<file path="config.mk">
export PLATFORM = sky130hd
export DESIGN_NAME = epoch_load_calendar_clock
export DESIGN_NICKNAME = d
export VERILOG_FILES = /design/src/design/elcc_pkg.sv /design/src/design/elcc_dp.sv /design/src/design/elcc_ctrl.sv /design/src/design/epoch_load_calendar_clock.sv
export SDC_FILE = /design/constraint.sdc
export NUM_CORES = 1
export LEC_CHECK = 0
export BUFFER_PORTS_ARGS = -buffer_cell sky130_fd_sc_hd__buf_4
export CAP_MARGIN = 20
export CORE_ASPECT_RATIO = 0.7
export CORE_UTILIZATION = 46
export CTS_CLUSTER_DIAMETER = 30
export DETAILED_ROUTE_END_ITERATION = 8
export SETUP_SLACK_MARGIN = 0.15
export SYNTH_ARGS = -nofsm -noshare
export SYNTH_HDL_FRONTEND = slang
export SYNTH_SLANG_ARGS = --single-unit
</file>
<file path="constraint.sdc">
create_clock -name clk -period 14.27 [get_ports clk]
set_input_delay 0.7135 -clock clk [delete_from_list [all_inputs] [get_ports clk]]
set_output_delay 0.7135 -clock clk [all_outputs]
set_load 0.05 [all_outputs]
</file>
<file path="src/design/elcc_pkg.sv">
// Shared types, constants and calendar helper functions for the calendar clock.
`default_nettype none

package elcc_pkg;

  localparam int T_W = 33;

  localparam logic [31:0]    NTP_UNIX_OFFSET = 32'd2208988800;
  localparam logic [T_W-1:0] SEC_LEAP_YEAR   = 33'd31622400;
  localparam logic [T_W-1:0] SEC_YEAR        = 33'd31536000;
  localparam logic [T_W-1:0] SEC_DAY         = 33'd86400;
  localparam logic [T_W-1:0] SEC_HOUR        = 33'd3600;
  localparam logic [T_W-1:0] SEC_MIN         = 33'd60;

  localparam logic [11:0] YEAR_BASE   = 12'd1970;
  localparam logic [11:0] YEAR_MAX    = 12'd4095;
  localparam logic [8:0]  YEAR400_BASE = 9'd370;   // 1970 mod 400
  localparam logic [2:0]  WDAY_BASE   = 3'd3;      // 1970-01-01 was a Thursday

  typedef enum logic [1:0] {
    DIV_DAY  = 2'd0,
    DIV_HOUR = 2'd1,
    DIV_MIN  = 2'd2
  } div_sel_t;

  typedef struct packed {
    logic     tick;
    logic     load_init;
    logic     year_step;
    logic     month_step;
    logic     div_step;
    div_sel_t div_sel;
    logic [2:0] shift;
    logic     out_load;
    logic     out_rej;
  } elcc_cmd_t;

  typedef struct packed {
    logic ntp_zero;
    logic year_fit;
    logic month_fit;
  } elcc_sts_t;

  function automatic logic leap_of(input logic [8:0] yr400);
    return (yr400[1:0] == 2'd0) && (yr400 != 9'd100) && (yr400 != 9'd200) &&
           (yr400 != 9'd300);
  endfunction

  function automatic logic [4:0] month_days(input logic [3:0] m, input logic leap);
    logic [4:0] d;
    case (m)
      4'd2:    d = leap ? 5'd29 : 5'd28;
      4'd4:    d = 5'd30;
      4'd6:    d = 5'd30;
      4'd9:    d = 5'd30;
      4'd11:   d = 5'd30;
      default: d = 5'd31;
    endcase
    return d;
  endfunction

  function automatic logic [T_W-1:0] month_secs(input logic [4:0] d);
    logic [T_W-1:0] s;
    case (d)
      5'd28:   s = 33'd2419200;
      5'd29:   s = 33'd2505600;
      5'd30:   s = 33'd2592000;
      default: s = 33'd2678400;
    endcase
    return s;
  endfunction

  // weekday + a, modulo 7, for a below 7
  function automatic logic [2:0] wday_add(input logic [2:0] w, input logic [2:0] a);
    logic [3:0] s;
    s = {1'b0, w} + {1'b0, a};
    if (s >= 4'd7) begin
      s = s - 4'd7;
    end
    return s[2:0];
  endfunction

  // 2^k mod 7, for k below 7
  function automatic logic [2:0] pow2_mod7(input logic [2:0] k);
    logic [2:0] r;
    case (k)
      3'd0:    r = 3'd1;
      3'd1:    r = 3'd2;
      3'd2:    r = 3'd4;
      3'd3:    r = 3'd1;
      3'd4:    r = 3'd2;
      3'd5:    r = 3'd4;
      default: r = 3'd1;
    endcase
    return r;
  endfunction

endpackage

`default_nettype wire

</file>
<file path="src/design/elcc_dp.sv">
// Datapath: calendar state, tick carry logic, load walk and restoring divide steps.
`default_nettype none

module elcc_dp import elcc_pkg::*; (
  input  wire logic        clk,
  input  wire logic        rst,
  input  wire logic [31:0] ntp_seconds,
  input  wire logic        cfg_we,
  input  wire logic        cfg_winter,
  input  wire elcc_cmd_t   cmd,
  output elcc_sts_t        sts,
  output logic [11:0]      year,
  output logic [3:0]       month,
  output logic [4:0]       day,
  output logic [4:0]       hour,
  output logic [5:0]       minute,
  output logic [5:0]       second,
  output logic [2:0]       weekday,
  output logic             rejected
);

  logic [11:0]    cur_year;
  logic [3:0]     cur_month;
  logic [4:0]     cur_day;
  logic [4:0]     cur_hour;
  logic [5:0]     cur_minute;
  logic [5:0]     cur_second;
  logic [8:0]     yr400;
  logic [2:0]     wday;
  logic           winter;
  logic [T_W-1:0] t;

  logic           leap_cur;
  logic [4:0]     mdays;
  logic [T_W-1:0] year_len;
  logic [T_W-1:0] mon_len;
  logic [T_W-1:0] dsor;
  logic           div_ge;
  logic [T_W-1:0] t_rem;
  logic [T_W-1:0] t_load;
  logic [8:0]     yr400_inc;

  // tick carries
  logic sat, sec_c, min_c, hr_c, day_c, mon_c;

  assign leap_cur  = leap_of(yr400);
  assign mdays     = month_days(cur_month, leap_cur);
  assign year_len  = leap_cur ? SEC_LEAP_YEAR : SEC_YEAR;
  assign mon_len   = month_secs(mdays);
  assign yr400_inc = (yr400 == 9'd399) ? 9'd0 : yr400 + 9'd1;

  assign t_load = {1'b0, ntp_seconds - NTP_UNIX_OFFSET} + (winter ? SEC_HOUR : '0);

  always_comb begin
    case (cmd.div_sel)
      DIV_DAY:  dsor = SEC_DAY << cmd.shift;
      DIV_HOUR: dsor = SEC_HOUR << cmd.shift;
      DIV_MIN:  dsor = SEC_MIN << cmd.shift;
      default:  dsor = SEC_DAY << cmd.shift;
    endcase
  end

  assign div_ge = (t >= dsor);
  assign t_rem  = div_ge ? (t - dsor) : t;

  assign sts.ntp_zero  = (ntp_seconds == 32'd0);
  assign sts.year_fit  = (t < year_len);
  assign sts.month_fit = (cur_month >= 4'd12) || (t < mon_len);

  assign sat   = (cur_year == YEAR_MAX) && (cur_month == 4'd12) && (cur_day == 5'd31) &&
                 (cur_hour == 5'd23) && (cur_minute == 6'd59) && (cur_second == 6'd59);
  assign sec_c = (cur_second == 6'd59);
  assign min_c = sec_c && (cur_minute == 6'd59);
  assign hr_c  = min_c && (cur_hour == 5'd23);
  assign day_c = hr_c && (cur_day == mdays);
  assign mon_c = day_c && (cur_month == 4'd12);

  always_ff @(posedge clk) begin
    if (rst) begin
      cur_year   <= YEAR_BASE;
      cur_month  <= 4'd1;
      cur_day    <= 5'd1;
      cur_hour   <= 5'd0;
      cur_minute <= 6'd0;
      cur_second <= 6'd0;
      yr400      <= YEAR400_BASE;
      wday       <= WDAY_BASE;
      winter     <= 1'b0;
    end else begin
      if (cfg_we) begin
        winter <= cfg_winter;
      end
      if (cmd.tick && !sat) begin
        cur_second <= sec_c ? 6'd0 : cur_second + 6'd1;
        if (sec_c) begin
          cur_minute <= min_c ? 6'd0 : cur_minute + 6'd1;
        end
        if (min_c) begin
          cur_hour <= hr_c ? 5'd0 : cur_hour + 5'd1;
        end
        if (hr_c) begin
          cur_day <= day_c ? 5'd1 : cur_day + 5'd1;
          wday    <= wday_add(wday, 3'd1);
        end
        if (day_c) begin
          cur_month <= mon_c ? 4'd1 : cur_month + 4'd1;
        end
        if (mon_c && (cur_year != YEAR_MAX)) begin
          cur_year <= cur_year + 12'd1;
          yr400    <= yr400_inc;
        end
      end
      if (cmd.load_init) begin
        cur_year   <= YEAR_BASE;
        yr400      <= YEAR400_BASE;
        cur_month  <= 4'd1;
        cur_day    <= 5'd1;
        cur_hour   <= 5'd0;
        cur_minute <= 6'd0;
        cur_second <= 6'd0;
        wday       <= WDAY_BASE;
      end
      if (cmd.year_step && !sts.year_fit) begin
        cur_year <= cur_year + 12'd1;
        yr400    <= yr400_inc;
        wday     <= wday_add(wday, leap_cur ? 3'd2 : 3'd1);
      end
      if (cmd.month_step && !sts.month_fit) begin
        cur_month <= cur_month + 4'd1;
        wday      <= wday_add(wday, 3'(mdays - 5'd28));
      end
      if (cmd.div_step) begin
        case (cmd.div_sel)
          DIV_DAY: begin
            if (div_ge) begin
              cur_day <= cur_day + (5'd1 << cmd.shift);
              wday    <= wday_add(wday, pow2_mod7(cmd.shift));
            end
          end
          DIV_HOUR: begin
            if (div_ge) begin
              cur_hour <= cur_hour + (5'd1 << cmd.shift);
            end
          end
          DIV_MIN: begin
            if (div_ge) begin
              cur_minute <= cur_minute + (6'd1 << cmd.shift);
            end
            cur_second <= t_rem[5:0];
          end
          default: begin
          end
        endcase
      end
    end
  end

  // working seconds count and result register
  always_ff @(posedge clk) begin
    if (cmd.load_init) begin
      t <= t_load;
    end else if (cmd.year_step && !sts.year_fit) begin
      t <= t - year_len;
    end else if (cmd.month_step && !sts.month_fit) begin
      t <= t - mon_len;
    end else if (cmd.div_step) begin
      t <= t_rem;
    end
    if (cmd.out_load) begin
      year     <= cur_year;
      month    <= cur_month;
      day      <= cur_day;
      hour     <= cur_hour;
      minute   <= cur_minute;
      second   <= cur_second;
      weekday  <= wday;
      rejected <= cmd.out_rej;
    end
  end

endmodule

`default_nettype wire

</file>
<file path="src/design/elcc_ctrl.sv">
// Controller: sequences tick, load walk and divide steps, and owns both handshakes.
`default_nettype none

module elcc_ctrl import elcc_pkg::*; (
  input  wire logic      clk,
  input  wire logic      rst,
  input  wire logic      in_valid,
  output logic           in_ready,
  input  wire logic      mode,
  output logic           out_valid,
  input  wire logic      out_ready,
  input  wire elcc_sts_t sts,
  output elcc_cmd_t      cmd
);

  typedef enum logic [6:0] {
    S_IDLE  = 7'b0000001,
    S_YEAR  = 7'b0000010,
    S_MONTH = 7'b0000100,
    S_DAY   = 7'b0001000,
    S_HOUR  = 7'b0010000,
    S_MIN   = 7'b0100000,
    S_OUT   = 7'b1000000
  } state_t;

  state_t     state, state_next;
  logic [2:0] cnt, cnt_next;
  logic       rej;
  logic       accept;

  assign in_ready = (state == S_IDLE);
  assign accept   = in_valid && in_ready;

  always_comb begin
    state_next  = state;
    cnt_next    = cnt;
    cmd         = '0;
    cmd.div_sel = DIV_DAY;
    cmd.shift   = cnt;
    cmd.out_rej = rej;
    case (state)
      S_IDLE: begin
        if (accept) begin
          if (!mode) begin
            cmd.tick   = 1'b1;
            state_next = S_OUT;
          end else if (sts.ntp_zero) begin
            state_next = S_OUT;
          end else begin
            cmd.load_init = 1'b1;
            state_next    = S_YEAR;
          end
        end
      end
      S_YEAR: begin
        cmd.year_step = 1'b1;
        if (sts.year_fit) begin
          state_next = S_MONTH;
        end
      end
      S_MONTH: begin
        cmd.month_step = 1'b1;
        if (sts.month_fit) begin
          state_next = S_DAY;
          cnt_next   = 3'd4;
        end
      end
      S_DAY: begin
        cmd.div_step = 1'b1;
        cmd.div_sel  = DIV_DAY;
        if (cnt == 3'd0) begin
          state_next = S_HOUR;
          cnt_next   = 3'd4;
        end else begin
          cnt_next = cnt - 3'd1;
        end
      end
      S_HOUR: begin
        cmd.div_step = 1'b1;
        cmd.div_sel  = DIV_HOUR;
        if (cnt == 3'd0) begin
          state_next = S_MIN;
          cnt_next   = 3'd5;
        end else begin
          cnt_next = cnt - 3'd1;
        end
      end
      S_MIN: begin
        cmd.div_step = 1'b1;
        cmd.div_sel  = DIV_MIN;
        if (cnt == 3'd0) begin
          state_next = S_OUT;
        end else begin
          cnt_next = cnt - 3'd1;
        end
      end
      S_OUT: begin
        // wait for the result register to free up
        if (!out_valid || out_ready) begin
          cmd.out_load = 1'b1;
          state_next   = S_IDLE;
        end
      end
      default: begin
        state_next = S_IDLE;
      end
    endcase
  end

  always_ff @(posedge clk) begin
    if (rst) begin
      state     <= S_IDLE;
      cnt       <= 3'd0;
      rej       <= 1'b0;
      out_valid <= 1'b0;
    end else begin
      state <= state_next;
      cnt   <= cnt_next;
      if (accept) begin
        rej <= mode && sts.ntp_zero;
      end
      if (cmd.out_load) begin
        out_valid <= 1'b1;
      end else if (out_ready) begin
        out_valid <= 1'b0;
      end
    end
  end

endmodule

`default_nettype wire

</file>
<file path="src/design/epoch_load_calendar_clock.sv">
// Calendar clock with one-second ticks and NTP timestamp loads.
// Tick or rejected load: no walk; the output state registers the result.
// Load: one-step-per-cycle walk over Y whole years since 1970 (up to ~136) and M
//   whole months (up to 11), then the day, hour and minute divider, then output.
// One item in flight; the next transaction is taken once the result is registered.
// Synchronous reset sets 1970-01-01 00:00:00 (Thursday) and clears the stored winter offset.
`default_nettype none

module epoch_load_calendar_clock import elcc_pkg::*; (
  input  wire logic        clk,
  input  wire logic        rst,
  input  wire logic        cfg_valid,
  output logic             cfg_ready,
  input  wire logic        winter_offset,
  input  wire logic        in_valid,
  output logic             in_ready,
  input  wire logic        mode,
  input  wire logic [31:0] ntp_seconds,
  output logic             out_valid,
  input  wire logic        out_ready,
  output logic [11:0]      year,
  output logic [3:0]       month,
  output logic [4:0]       day,
  output logic [4:0]       hour,
  output logic [5:0]       minute,
  output logic [5:0]       second,
  output logic [2:0]       weekday,
  output logic             rejected
);

  elcc_cmd_t cmd;
  elcc_sts_t sts;

  assign cfg_ready = 1'b1;

  elcc_ctrl u_ctrl (
    .clk       (clk),
    .rst       (rst),
    .in_valid  (in_valid),
    .in_ready  (in_ready),
    .mode      (mode),
    .out_valid (out_valid),
    .out_ready (out_ready),
    .sts       (sts),
    .cmd       (cmd)
  );

  elcc_dp u_dp (
    .clk         (clk),
    .rst         (rst),
    .ntp_seconds (ntp_seconds),
    .cfg_we      (cfg_valid && cfg_ready),
    .cfg_winter  (winter_offset),
    .cmd         (cmd),
    .sts         (sts),
    .year        (year),
    .month       (month),
    .day         (day),
    .hour        (hour),
    .minute      (minute),
    .second      (second),
    .weekday     (weekday),
    .rejected    (rejected)
  );

endmodule

`default_nettype wire

</file>
==> impl_metrics.yaml <==
status:
  status: "finished, final reports clean"
logic_synthesis:
  synth_area_leaders: "sky130_fd_sc_hd__edfxtp_1 18%, sky130_fd_sc_hd__ha_1 10%, sky130_fd_sc_hd__dfxtp_1 10%"
  synthesis_warnings: 0
  yosys_register_bits: 138
  syn-cell-area_um2: 12300
  synthTopCellsByCount: "143 x sky130_fd_sc_hd__nor2_1, 134 x sky130_fd_sc_hd__nand2_1, 113 x sky130_fd_sc_hd__a21oi_1"
  synth_cell_types: 100
  synth.net_count: 1626
  syn_avg_cell_area_um2: 8.30
  yosys.area.top_type_share_pct: 18.3
  ys_seq_area_share_pct: 28.6
  dominantRegCellSynth: "sky130_fd_sc_hd__edfxtp_1"
  async_flop_share_pct: 0
  synth_most_common_cell: "sky130_fd_sc_hd__nor2_1"
  synth-edff-count: 75
  postSynthCellCount: 1479
  yosysTopAreaCell: "sky130_fd_sc_hd__edfxtp_1"
timing:
  setup_repair_after_global_routing_missed_its_margin: "no"
  finalCritPeriodShare_pct: 41.2
  final_hold_viol_count: 0
  slew_limit_fails: 0
  worst_clock_skew_ps: 10.7
  max_freq_ghz: 0.170
  max-slew-margin-rel_pct: 23.2
  tightestPinTransition_ps: 1140
  number_of_setup_violations_in_the_final_report: 0
  totalNegativeSetupSlack_ps: 0
  layout_min_cycle_time_ps: 5880
cells_and_area:
  diodes: 0
  syn2layout_area_growth_pct: 12.2
  final_layout_size_suffix_gt1_share_pct: 10.6
  nets: 1669
die:
  vertical_die_dimension_um: 139
  boundaryPins: 84
  fp.dieW_um: 197
  num_rows: 49
  design.core.area_um2: 25900
  area_of_the_die_um2: 27400
  initial_utilization_pct: 47.3
critical_path:
  worstPathRequired_ps: 14570
  worst-path-max-fanout: 15
  cp.arrival_ps: 6180
  critPathKind: "register to register"
  cp-end-kind: "register"
  worstSetupStartpointType: "register"
route:
  detailed_routing_iteration_count_for_the_pre_antenna_repair_pass: 5
  avgViaCountPerCell: 6.00
  final_antenna_net_count: 0
  routed_length_per_instance_um: 19.7
  post-route-drc-count: 0
  postRouteWirelength_mm: 37.3
  drt_initial_violations: 1101
  dr_total_vias: 11349
grt:
  groute.layer.met2.usage_pct: 36.0
  globalRouteOverflowTotal: 0
  global_route.usage.met1_pct: 45.0
  grt.busiest_layer: "met1"
  antenna_found_initial: 0
  grt_pass1_vias: 10346
  global_route_wire_length_before_repair_mm: 59.0
  groute.layer.met3.usage_pct: 6.15
  grt_max_degree: 48
  track_usage_pct: 27.6
power:
  power_frac_comb_pct: 49.8
  irDropWorstVdd_mv: 0.0800
  power_mw: 2.13
  p_switching_mw: 0.911
  power.density_nw_per_um2: 155
  seqPwrFrac_pct: 28.0
  internal_power_mw: 1.22
  swShare_pct: 42.7
  p_leak_nw: 5.45
  clock_power_share_pct: 22.2
flow_run:
  cap_violations: 0
clocking:
  cts_tree: "yes"
  clock_latency_reported_for_the_late_side_of_the_worst_skew_pair_ps: 440
  postCtsHoldBufs: 0
  resize_count_post_cts: 0
  cts_max_level: 4
  numCtsBuffers: 17
  cts_num_sinks: 138
  cts_setup_buffers: 0
  root_buffer_cell: "sky130_fd_sc_hd__clkbuf_16"
  clock_tree.buffer_depth: 2
  clk_transition_reported_paths_ps: 70
place:
  io_buffer_count: 82
  gp_routability_congestion: 0.936
  dp_hpwl_mm: 28.2
min_path:
  holdCritPathClass: "register to register"
-- metrics by stage --
stage	utilization [%]	area, um2	std cells	setup WS (ps)	hold WS, ps
after floorplan	-	12300	1479	9350	408
after global placement	50.6	13100	1859	8790	419
after detailed placement	50.7	13200	1860	8580	417
after CTS	53.1	13800	1892	8550	431
after global routing	53.1	13800	1892	7880	448
final	53.1	13800	1892	8390	429
-- flip-flops by register name (all words and copies together) (netlist names), 6 cells and up --
register / count
u_ctrl.state: 7
u_dp.cur_year: 12
u_dp.cur_minute: 6
u_dp.minute: 6
u_dp.cur_second: 6
u_dp.yr400: 9
u_dp.second: 6
u_dp.year: 12
u_dp.t: 33
-- kinds of logic after synthesis --
group                    count (synthesis)  share of synthesized area, %
AND/OR/NAND/NOR                        535                          22.2
AO/OA/AOI/OAI                          422                          22.9
flip-flops                             138                          28.6
XOR/XNOR                               132                          9.42
buffers and inverters                  130                          4.30
adder cells (fa/ha/maj)                109                          11.5
multiplexers                            12                         0.978
other                                    1                        0.0305
-- worst paths after layout --
| path | from | to | slack (ps) | cells after the start |
|---|---|---|---|---|
| hold / removal | u_dp.cur_minute[5]$_SDFF_PP0_ | u_dp.minute[5]$_DFFE_PP_ | 430 | 0 |
| setup reg to reg | u_ctrl.state[1]$_SDFFE_PP0P_ | u_dp.t[14]$_DFFE_PP_ | 8390 | 19 |
| hold reg to reg | u_dp.cur_minute[5]$_SDFF_PP0_ | u_dp.minute[5]$_DFFE_PP_ | 430 | 0 |
| setup / recovery | u_ctrl.state[1]$_SDFFE_PP0P_ | u_dp.t[14]$_DFFE_PP_ | 8390 | 19 |
-- metal layers --
| metal | vias to the layer above | share of wire (%) |
|---|---|---|
| met4 | 0 | 1.1 |
| met2 | 459 | 39 |
| met5 | - | 0 |
| li1 | 5559 | - |
| met3 | 29 | 8.7 |
| met1 | 5302 | 52 |
-- critical path: stages, from the launching register on --
cell                      delay [ps]
sky130_fd_sc_hd__dfxtp_1         340
sky130_fd_sc_hd__nor2_1          260
sky130_fd_sc_hd__nand2_1         130
sky130_fd_sc_hd__nor3_1          600
sky130_fd_sc_hd__inv_1           210
sky130_fd_sc_hd__ha_1            460
sky130_fd_sc_hd__nor2_1          320
sky130_fd_sc_hd__nand2_1         140
sky130_fd_sc_hd__o21ai_0         100
sky130_fd_sc_hd__a21oi_1          80
sky130_fd_sc_hd__ha_1            410
sky130_fd_sc_hd__nand3_1         140
sky130_fd_sc_hd__o221a_2         330
sky130_fd_sc_hd__o21ai_0         320
sky130_fd_sc_hd__o21ai_0         200
sky130_fd_sc_hd__nand2_1         460
sky130_fd_sc_hd__nand2_1         430
sky130_fd_sc_hd__or3_1           450
sky130_fd_sc_hd__a22o_1          210
sky130_fd_sc_hd__a21oi_1         130
-- cells in the final DEF (no fill, tap or decap), types with 8 or more instances in the layout --
cell type                   synthesis  final
sky130_fd_sc_hd__nor2_1           143    143
sky130_fd_sc_hd__nand2_1          134    134
sky130_fd_sc_hd__a21oi_1          113    113
sky130_fd_sc_hd__ha_1             101    101
sky130_fd_sc_hd__buf_4              2     92
sky130_fd_sc_hd__o21ai_0           88     88
sky130_fd_sc_hd__xnor2_1           83     83
sky130_fd_sc_hd__edfxtp_1          75     75
sky130_fd_sc_hd__dfxtp_1           63     63
sky130_fd_sc_hd__inv_1             59     59
sky130_fd_sc_hd__xor2_1            49     49
sky130_fd_sc_hd__nand3_1           47     47
sky130_fd_sc_hd__nor3_1            30     30
sky130_fd_sc_hd__nand4_1           29     29
sky130_fd_sc_hd__a21o_1            23     23
sky130_fd_sc_hd__nand2b_1          20     20
sky130_fd_sc_hd__nor2b_1           21     20
sky130_fd_sc_hd__and3_1            18     18
sky130_fd_sc_hd__clkbuf_16          0     17
sky130_fd_sc_hd__o211ai_1          16     16
sky130_fd_sc_hd__o21a_1            15     15
sky130_fd_sc_hd__a31oi_1           14     14
sky130_fd_sc_hd__o22ai_1           13     13
sky130_fd_sc_hd__mux2i_1           12     12
sky130_fd_sc_hd__a211oi_1          12     12
sky130_fd_sc_hd__or3_1             11     11
sky130_fd_sc_hd__o31ai_1           11     11
sky130_fd_sc_hd__nand3b_1          10     10
sky130_fd_sc_hd__nor4_1            10     10
sky130_fd_sc_hd__a22oi_1            9      9
sky130_fd_sc_hd__a221oi_1           9      9
sky130_fd_sc_hd__o32ai_1            8      8
sky130_fd_sc_hd__and2_1             8      8
sky130_fd_sc_hd__nor3b_1            8      8
sky130_fd_sc_hd__o22a_1             8      8
-- power groups by stage --
stage	combinational, mW	sequential, mW	clock (mW)
after floorplan	0.805	0.577	0
after global routing	1.17	0.605	0.497
final	1.06	0.597	0.474
after global placement	1.03	0.602	0
after CTS	1.05	0.595	0.481
after detailed placement	1.04	0.603	0
-- cell type report --
type	count	area (um2)
tap	357	447
sequential	138	3510
multi-input combinational	1211	8250
inverter	61	229
timing repair buffer	93	718
clock inverter	14	186
fill	2469	12200
clock buffer	18	429
No activity file was read; power rests on OpenSTA's default activity.
